--- config.mk ---
export PLATFORM = sky130hd
export DESIGN_NAME = ssa_ffs
export DESIGN_NICKNAME = d
export VERILOG_FILES = /design/src/rtl/ssa_pkg.sv /design/src/rtl/ssa_ffs.sv
export SDC_FILE = /design/constraint.sdc
export NUM_CORES = 1
export LEC_CHECK = 0
export BUFFER_PORTS_ARGS = -buffer_cell sky130_fd_sc_hd__buf_2
export CORE_AREA = 4 4 69 71
export DETAILED_ROUTE_END_ITERATION = 10
export DIE_AREA = 0 0 73 75
export GPL_TIMING_DRIVEN = 0
export REMOVE_ABC_BUFFERS = 1
export SYNTH_ARGS = -nofsm -noshare
export SYNTH_HDL_FRONTEND = slang
export SYNTH_SLANG_ARGS = --single-unit
--- constraint.sdc ---
create_clock -name vclk -period 5.8
set_clock_uncertainty 0.05 [all_clocks]
set_input_delay 1.16 -clock vclk [all_inputs]
set_output_delay 1.16 -clock vclk [all_outputs]
set_load 0.05 [all_outputs]
--- src/rtl/ssa_pkg.sv ---
package ssa_pkg;

  // default sizes of the slab pool
  localparam int SLOTS_DEF     = 64;
  localparam int NUM_SLABS_DEF = 16;

  // bitmap words are 64 slots wide, searched one word at a time
  localparam int WORD_BITS = 64;
  localparam int IDX_W     = 6;

  // configuration port
  localparam int CFG_IDX_W    = 1;
  localparam int CFG_DATA_W   = 7;
  localparam int SLOTS_CFG_W  = 7;
  localparam int LIMIT_CFG_W  = 5;
  localparam logic [CFG_IDX_W-1:0] CFG_SLOTS_PER_SLAB = 1'b0;
  localparam logic [CFG_IDX_W-1:0] CFG_SLAB_LIMIT     = 1'b1;
  localparam logic [SLOTS_CFG_W-1:0] SLOTS_CFG_RST = 7'd64;
  localparam logic [LIMIT_CFG_W-1:0] LIMIT_CFG_RST = 5'd16;

  // item fields
  localparam int SLAB_NUM_W = 4;
  localparam int SLOT_NUM_W = 6;
  localparam int STATUS_W   = 2;
  localparam int USE_W      = 11;

  localparam logic OP_ALLOC = 1'b0;
  localparam logic OP_FREE  = 1'b1;

  localparam logic [STATUS_W-1:0] ST_DONE     = 2'd0;
  localparam logic [STATUS_W-1:0] ST_NO_SPACE = 2'd1;
  localparam logic [STATUS_W-1:0] ST_INVALID  = 2'd2;

  typedef struct packed {
    logic                  opcode;
    logic [SLAB_NUM_W-1:0] slab_number;
    logic [SLOT_NUM_W-1:0] slot_number;
  } in_item_t;

  typedef struct packed {
    logic [STATUS_W-1:0]   status;
    logic [SLAB_NUM_W-1:0] granted_slab;
    logic [SLOT_NUM_W-1:0] granted_slot;
    logic [USE_W-1:0]      objects_in_use;
  } out_item_t;

  // answer of the shared first-one finder
  typedef struct packed {
    logic             found;
    logic [IDX_W-1:0] idx;
  } ffs_res_t;

endpackage

--- src/rtl/ssa_ffs.sv ---
module ssa_ffs (
  input  logic [ssa_pkg::WORD_BITS-1:0] vec,
  output ssa_pkg::ffs_res_t             res
);
  import ssa_pkg::*;

  localparam int GRP   = 8;
  localparam int GRP_W = $clog2(GRP);
  localparam int NGRP  = WORD_BITS / GRP;

  logic [NGRP-1:0]  grp_any;
  logic [GRP_W-1:0] grp_idx [NGRP];
  logic [GRP_W-1:0] sel;

  // two levels of eight: lowest set bit inside each group, then lowest group
  always_comb begin
    for (int g = 0; g < NGRP; g++) begin
      grp_any[g] = |vec[g*GRP +: GRP];
      grp_idx[g] = '0;
      for (int b = GRP - 1; b >= 0; b--) begin
        if (vec[g*GRP + b]) begin
          grp_idx[g] = GRP_W'(b);
        end
      end
    end
    sel = '0;
    for (int g = NGRP - 1; g >= 0; g--) begin
      if (grp_any[g]) begin
        sel = GRP_W'(g);
      end
    end
    res.found = |grp_any;
    res.idx   = IDX_W'({sel, grp_idx[sel]});
  end

endmodule

* Yosys cells after proc, flatten, opt, wreduce, memory -nomap -nowiden
Cells that the tools add are included.
** Operators by class
- Add/sub/neg operators :: 0
- $mul :: 0
- Divide/modulo/power cells :: 0
- Order comparisons :: 1
- Equality and inequality tests :: 0
- Shifts and indexed selects :: 0
- Muxes and demuxes :: 75
- Bitwise logic cells :: 1
- Reductions and logical operators :: 9
** Operators by type and width (number)
- $mux W3 :: 74
- $reduce_or A64 Y1 :: 1
- $reduce_or A8 Y1 :: 8
- $bmux W3 S3 :: 1
- $ge A4 B4 Y1 const B :: 1
- $not A3 Y4 :: 1
** Word-level totals
- Bits in registers :: 0
- Bits in latches :: 0
- RAM bits :: 0
- Bits in read-only memories :: 0
- Bits of input ports :: 64
- Memories kept :: 0

* Logic depth before layout (Yosys ltp)
- Depth after elaboration :: 13
- Gate-level depth with buffers :: 6
- Depth with buffers taken out :: 6

* Worst setup path before layout
No wires, ideal clock.
- Path kind :: input to output
- Start :: input port vec[48] in the netlist's numbering
- End :: output port res[2] in the netlist's numbering
- Data arrival time :: 4.110 ns
- Setup slack :: 0.480 ns
- Stages on the path :: 6
- Path buffers :: 0
- Path through :: or4_1 -> a211oi_2 -> o211ai_4 -> a21oi_2 -> a21boi_0 -> a211oi_1
** RTL lines
- from (decl) :: line ssa_ffs.sv:2 : input logic [ssa_pkg::WORD_BITS-1:0] vec,
- to (decl) :: line ssa_ffs.sv:3 : output ssa_pkg::ffs_res_t res

==> flow_summary.yaml <==
yosys:
  synth_top_area_cell: "nor4_4"
  synth_xor_xnor_area_share: 0
  syn_area_um2: 1010
  syn_area_per_cell_um2: 7.10
  muxShareOfSynthArea: 0.0199
  synth_compound_area_frac: 0.382
  synthCells: 142
  synthSimpleGateAreaFrac: 0.542
  synth_top_area_share: 0.0844
  synthDistinctLibCells: 43
  yosysWarnings: 0
  synth_top_family_by_area: "simple AND/OR/NAND/NOR gates"
  synthTopCellsByArea: "nor4_4, a21oi_1, nor4_2"
  ys_seq_area_frac: 0
  synthAdderAreaFrac: 0
detailed_routing:
  ant_nets: 0
  wl_met3_um: 323
  dr_total_vias: 1380
  finalWirelength_um: 3260
  wl_met2_um: 1510
  post_drt_wl_per_cell_um: 12.3
  viasPerCell: 5.21
  top_layer_used: "met3"
  met1_length_um: 1430
  drtPass1Iterations: 4
  drc_errors: 0
  drtIter0Drc: 43
final_layout:
  final_common_cell: "buf_2"
  regArea_um2: 0
  antenna_cells: 0
  final_nets: 279
  fill_cells: 458
  layout_common_cells: "buf_2, nor2_1, a21oi_1, inv_1, nor3_1"
  drive_gt1_frac: 0.432
  area_delta_synth_final_pct: 41.7
  nClkBuffers: 0
  design.seq.count: 0
  instances_no_fill: 265
placement:
  place_inst: 265
  pre_cts_ws_ns: 1.33
  hpwl_um: 2950
  gp_congestion: 0.773
  io_buffer_count: 71
timing:
  final-setup-viol-count: 0
  worstMarginPinSlew_ns: 0.495
  tns_ns: 0
  fmax_ghz: 0.223
  maxSlewHeadroom: 0.669
  rsz0062_at_grt: "false"
  period_needed_ns: 4.48
  hold_violations: 0
  setup_ws_ns: 1.32
  slew_viol_final: 0
  fin_hold_ws_ns: 2.87
  timing.final.crit_share: 0.773
cts:
  cts_resized: 0
  cts_setup_buffers: 0
  postCtsHoldBufs: 0
global_routing:
  grt_pass1_wl_um: 5020
  grt_overflow: 0
  antenna_found_initial: 0
  grt_usage: 0.110
  grt_pass1_vias: 1214
  grt_max_degree: 10
floorplanning:
  row_count: 24
  die-area_um2: 5480
  fp.dieH_um: 75
  die_x_um: 73
  ios: 71
  start_util: 0.238
  coreArea_um2: 4230
critical_path:
  required_ns: 4.59
  worst-setup-path-type: "input pin to output port"
  worstPathArrival_ns: 3.27
  cp-end-kind: "output port"
  crit_fanout: 5
  critPathLaunchType: "input pin"
run:
  drv_cap: 0
worst_hold_path:
  hold_class: "input pin to output port"
  hold_depth: 4
power:
  p_leak_nw: 0.620
  ir_worst_vdd_uv: 14.6
  power.total_mw: 0.0701
  powerDensity_nw_per_um2: 49.0
status:
  status: "complete, no violations"
[kinds of logic after synthesis]
| group | count (synthesis) |
|---|---|
| buffers and inverters | 15 |
| AND/OR/NAND/NOR | 75 |
| multiplexers | 2 |
| AO/OA/AOI/OAI | 50 |
[worst max-delay path, cell delays in order]
cell	delay, ns
buf_2	0.12
or4_4	0.57
nor4b_4	0.40
a21o_1	0.21
and2b_4	0.18
a311oi_1	0.11
a211oi_1	0.21
buf_2	0.31
[path summary, 6_finish.rpt]
path,start,endpoint,slack (ns)
min,vec[40],res[0],2.87
max,vec[32],res[2],1.32
[metal layers]
| layer | vias to the layer above | track usage |
|---|---|---|
| li1 | 729 | - |
| met1 | 609 | 0.147 |
| met2 | 42 | 0.194 |
| met3 | 0 | 0.0214 |
| met4 | 0 | 0 |
| met5 | - | 0 |
[layout make-up]
type                       instances  area, um2  area share
multi-input combinational        127        952       0.666
timing repair buffer              71        355       0.249
tap                               52       65.1      0.0455
inverter                          15       56.3      0.0394
[Yosys cell counts, drive strengths merged (2+ instances only)]
library cell and count:
a211oi 5, o211ai 2, and2 3, nor3b 2, nor3 14, nand4 4
nor2 18, o31ai 2, o31a 3, a21oi 17, nor4 15, o21bai 5
mux2i 2, nand2 4, o311ai 4, or4 6, and2b 2, inv 15
a311oi 2, o41ai 2
[power breakdown]
| part | total [mW] | leakage [nW] | switching [mW] | internal, mW |
|---|---|---|---|---|
| Clock | 0 | 0 | 0 | 0 |
| Combinational | 0.0701 | 0.620 | 0.0392 | 0.0308 |
| Sequential | 0 | 0 | 0 | 0 |
| Total | 0.0701 | 0.620 | 0.0392 | 0.0308 |
[stage by stage]
step,instance area (um2),utilization
after detailed placement,1430,0.337
after global routing,1430,0.337
after global placement,1430,0.337
after CTS,1430,0.337
after floorplan,1010,-
final,1430,0.337
Note: power is estimated with default switching activity, not from simulation.
