==> src/rtl/ssa_ram.sv <==
module ssa_ram #(
  parameter int WIDTH = 64,
  parameter int DEPTH = 16,
  localparam int AW = (DEPTH > 1) ? $clog2(DEPTH) : 1
) (
  input  logic             clk,
  input  logic             we,
  input  logic [AW-1:0]    waddr,
  input  logic [WIDTH-1:0] wdata,
  input  logic [AW-1:0]    raddr,
  output logic [WIDTH-1:0] rdata
);

  logic [WIDTH-1:0] mem_r [DEPTH];
  logic [WIDTH-1:0] rdata_r;

  always_ff @(posedge clk) begin
    if (we) begin
      mem_r[waddr] <= wdata;
    end
    rdata_r <= mem_r[raddr];
  end

  assign rdata = rdata_r;

endmodule

==> config.mk <==
export PLATFORM = sky130hd
export DESIGN_NAME = ssa_ram
export DESIGN_NICKNAME = d
export VERILOG_FILES = /design/src/rtl/ssa_ram.sv
export SDC_FILE = /design/constraint.sdc
export NUM_CORES = 1
export LEC_CHECK = 0
export ABC_AREA = 0
export BUFFER_PORTS_ARGS = -buffer_cell sky130_fd_sc_hd__buf_2
export CORE_UTILIZATION = 35
export CTS_CLUSTER_SIZE = 14
export DETAILED_ROUTE_END_ITERATION = 7
export MAX_ROUTING_LAYER = met4
export SLEW_MARGIN = 25
export SYNTH_ARGS = -nofsm -noshare
export SYNTH_HDL_FRONTEND = slang
export SYNTH_SLANG_ARGS = --single-unit
==> constraint.sdc <==
create_clock -name clk -period 7.2 [get_ports clk]
set_input_delay 0.36 -clock clk [delete_from_list [all_inputs] [get_ports clk]]
set_output_delay 0.36 -clock clk [all_outputs]
set_load 0.005 [all_outputs]
### Word-level counts from Yosys, hierarchy flattened

Memories as Yosys holds them, arrays and structs flattened. A register that Yosys moved wholly into a read port is not among the register bits.
Index checks and enable logic that the tools add are counted.
W data, S select, Z words.

| cells by class | value |
|---|---|
| bitwise gates (word level) | 0 |
| equality and inequality tests | 0 |
| shifts and indexed selects | 0 |
| reductions and logical operators | 0 |
| magnitude comparators | 0 |
| multipliers | 0 |
| multiplexer cells | 2 |
| add/sub/neg operators | 0 |
| div/mod/pow operators | 0 |

Operators by type and width:

| operator | count |
|---|---|
| $mux W1 | 2 |

| word-level totals | value |
|---|---|
| bits in read-only memories | 0 |
| input port bits | 74 |
| RAM bits | 1024 |
| memories | 1 |
| latch bits | 0 |
| output and inout port bits | 64 |
| flip-flop bits (word level) | 0 |

Memories:

| memory | depth | bits a word | rd ports | clocked after Yosys merged registers in | write ports | line | RTL |
|---|---|---|---|---|---|---|---|
| mem_r | 16 | 64 | 1 | 1 | 1 | 14 | `logic [WIDTH-1:0] mem_r [DEPTH];` |

### Longest topological paths before layout

| depth | value |
|---|---|
| depth after elaboration | 2 |
| depth in mapped cells | 6 |
| mapped depth without buffers | 3 |

### Worst setup path after synthesis

No wires, ideal clock.

| timing | value |
|---|---|
| path kind | input to register |
| from | in waddr[2] |
| to | mem mem_r[0][0], enable pin |
| cell stages on the path | 2 |
| arrival | 5.223 ns |
| setup slack | 1.411 ns |
| library setup time | 0.565 ns |
| cell sequence | or3b_2 > nor3_1 |

RTL lines:

| item | line | RTL |
|---|---|---|
| from (decl) | 8 | `input logic [AW-1:0] waddr,` |
| to (decl) | 14 |  |

No word-level cell before the write port.

### Final worst setup path

| timing | value |
|---|---|
| from | in waddr[2] |
| to | mem mem_r[3][40], enable pin |

No word-level cell before the write port.

==> metrics.md <==
| Metric | Value |
|---|---|
| Die Height | `338.3 µm` |
| Synth Net Count | `1721` |
| Setup Skew | `15.37 ps` |
| R2R Setup Slk | `5790 ps` |
| Switch share | `20.74%` |
| Worst endpoint required time | `7500 ps` |
| Worst-path cell chain | `buf_2, or3b_2, nor2_4, buf_4` |
| #FFs+latches synth | `1088` |
| Vias in the first global route | `19113` |
| Fin worst setup slack | `4840 ps` |
| Setup CP Type | `in -> reg` |
| Fin cells | `3456` |
| Post-CTS Setup Inserts | `0` |
| Leakage power | `14.48 nW` |
| Worst skew pair latency | `690 ps` |
| Final Cycle Share | `32.77%` |
| DP Wirelength | `44.17 mm` |
| Clock slew at reported path FFs | `60 ps` |
| Crit path buf inv count | `2` |
| Fillcell total | `9762` |
| CP top delay family | `simple AND/OR/NAND/NOR gates` |
| Arr. time, crit path | `2660 ps` |
| Hold buffer count at cts | `0` |
| Final Hold Vio Count | `0` |
| Peak VDD IR | `0.0001882 V` |
| Synth top cells by count | `edfxtp_1, mux4_2, a22oi_1, nand2_1, dfxtp_1` |
| Max_slew headroom | `31.11%` |
| Clock tree buffer depth | `3` |
| Mapped Cells | `1647` |
| Final Core Density | `40.75%` |
| Slew @ Worst Pin | `1031 ps` |
| Nets | `1921` |
| Layout area overhead | `15.66%` |
| RR Endpoint | `rdata[21]` |
| Place WS | `4039 ps` |
| Power density cells | `288.8 mW/mm²` |
| FF-to-FF path depth | `3` |
| Sw Pwr | `2.742 mW` |
| Global-route wire length before repair | `131.0 mm` |
| Die area | `0.1144 mm²` |
| DRT Pass-1 Iters | `5` |
| Ys async rst share | `0%` |
| Post-synth top area share | `77.69%` |
| Number of synthesized flops with an enable pin | `1024` |
| Synth warn | `0` |
| Standard-cell rows | `123` |
| Status | `complete, no violations` |
| Resized cells post-CTS | `0` |
| Hold path cells | `1` |
| Antenna Nets Post-Route | `0` |
| Peak per-stage delay on the critical path | `820 ps` |
| Global placer's final weighted congestion | `0.7166` |
| Initial antenna violation count | `28` |
| Slew Limit Fails | `0` |
| Hold path startpoint | `wdata[26]` |
| Hold Crit Endpoint | `mem_r[8][26]` |
| Gate power share | `4.5%` |
| # IOs | `138` |
| Most instantiated library cell after synthesis | `edfxtp_1` |
| Worst path slowest cell | `buf_4` |
| Setup TNS | `0 ps` |
| Crit start category | `primary input` |
| Leading area contributor after synthesis | `edfxtp_1` |
| Sequential share of power | `54.0%` |
| Synth area leaders | `edfxtp_1, mux4_2, dfxtp_1, a22oi_1, nand2_1` |
| Sequential area share after synthesis | `80.92%` |
| Power, Total | `13.22 mW` |
| Initial core utilization | `35.23%` |
| Per-cell routed wire length | `25.81 µm` |
| Setup-failing EPs final | `0` |
| Post-Place Cells | `3233` |
| Maximum achievable frequency | `423.8 MHz` |
| Via count | `17793` |
| CTS tree | `yes` |
| Worst R2R Start | `mem_r[3][21]` |
| Syn avg cell area | `24.03 µm²` |
| RSZ-0062 raised after global routing | `false` |
| Largest net degree at the start of global routing | `139` |
| Drt total wl | `89.20 mm` |
| Residual DRC | `0` |
| Clk pwr share | `41.5%` |
| Clock Root Buffer | `clkbuf_16` |
| Core ar. | `0.1123 mm²` |
| Post-Syn Area | `0.03958 mm²` |
| Fin crit period | `2360 ps` |
| Total congestion overflow | `0` |
| Cts bufs inserted | `108` |
| Hold WC Path Type | `in -> reg` |
| Drt first-iter violations | `1705` |
| Total track usage | `16.11%` |
| Crit. End Element | `flip-flop` |
| Power Internal | `10.48 mW` |
| # H-tree levels | `3` |
| Critical-path maximum fanout | `44` |
| Vias per inst | `5.148` |
| Clk sinks | `1088` |
| Top FF cell, synth | `edfxtp_1` |
| Max_cap viols | `0` |
| Die width | `338.3 µm` |
| Cell variety after synth | `18` |
| Share of layout cells above drive strength 1 | `31.24%` |
| Port Buffers | `137` |
==> layout make-up <==
cell class	count	area (µm²)	area share, %
Antenna cell	16	40.04	0.08746
Clock buffer	156	3033	6.625
Clock inverter	47	457.9	1.000
Multi-Input combinational cell	475	7234	15.80
Sequential cell	1088	32030	69.97
Tap cell	1500	1877	4.100
Timing Repair Buffer	174	1106	2.416
==> power by group through the flow <==
stage / clock [mW] / combinational [mW] / sequential [mW]
3_3_place_gp: 0 / 0.592 / 7.27
5_1_grt: 5.84 / 0.647 / 7.15
6_report: 5.49 / 0.596 / 7.14
3_5_place_dp: 0 / 0.604 / 7.27
4_1_cts: 5.61 / 0.606 / 7.14
2_1_floorplan: 0 / 0.337 / 7.26
==> sequential cells by signal, indices dropped and copies added, names as in the netlist <==
name and cells:
mem_r 1024, rdata 64
==> cell families (layout without fill, tap and decap cells) <==
family / after synthesis / count (layout) / share of synthesized area, %
compound gates: 128 / 128 / 2.428
other cells: 0 / 16 / 0
buf+inv: 84 / 377 / 1.141
mux: 256 / 256 / 14.57
flops: 1088 / 1088 / 80.92
simple gates: 91 / 91 / 0.9420
==> worst max path at each step <==
stage	from	to	depth (start not counted)
finish	waddr[2]	mem_r[3][40]	4
global route	raddr[0]	rdata[45]	6
CTS	raddr[0]	rdata[0]	5
detailed placement	raddr[0]	rdata[45]	5
global placement	raddr[0]	rdata[4]	5
floorplan	waddr[2]	mem_r[0][0]	2
==> metal layers <==
layer / wire [µm] / track usage, % / vias to the layer above
li1: - / - / 7497
met1: 38190 / 21.60 / 9599
met2: 43560 / 25.31 / 557
met3: 5737 / 3.111 / 140
met4: 1718 / 4.110 / 0
met5: 0 / - / -
==> layout by cell type, fill, tap and decap left out, types with 2 or more instances in the layout <==
cell | synthesis | final
inv_16 | 0 | 2
buf_16 | 0 | 3
clkbuf_8 | 0 | 15
inv_6 | 0 | 3
nand2b_1 | 2 | 2
nand2_1 | 65 | 65
clkinv_2 | 0 | 12
bufinv_16 | 0 | 6
buf_2 | 13 | 135
mux4_2 | 256 | 256
edfxtp_1 | 1024 | 1024
diode_2 | 0 | 16
dfxtp_1 | 64 | 64
nand3b_1 | 2 | 2
nor2b_4 | 0 | 2
buf_12 | 0 | 5
clkbuf_1 | 36 | 33
nor3_2 | 0 | 4
nor2_4 | 0 | 13
buf_4 | 6 | 29
clkinvlp_4 | 0 | 5
a22oi_1 | 128 | 128
clkinv_8 | 0 | 3
clkinv_1 | 0 | 15
clkbuf_16 | 0 | 108
buf_8 | 0 | 2
==> through the flow <==
stage	hold WS [ps]	instance area [µm²]
2_1_floorplan	458.9	39580
3_3_place_gp	658.6	42150
3_5_place_dp	659.2	42150
4_1_cts	4.488	45640
5_1_grt	27.61	45780
6_report	42.06	45780
No activity file was read; power rests on OpenSTA's default activity.
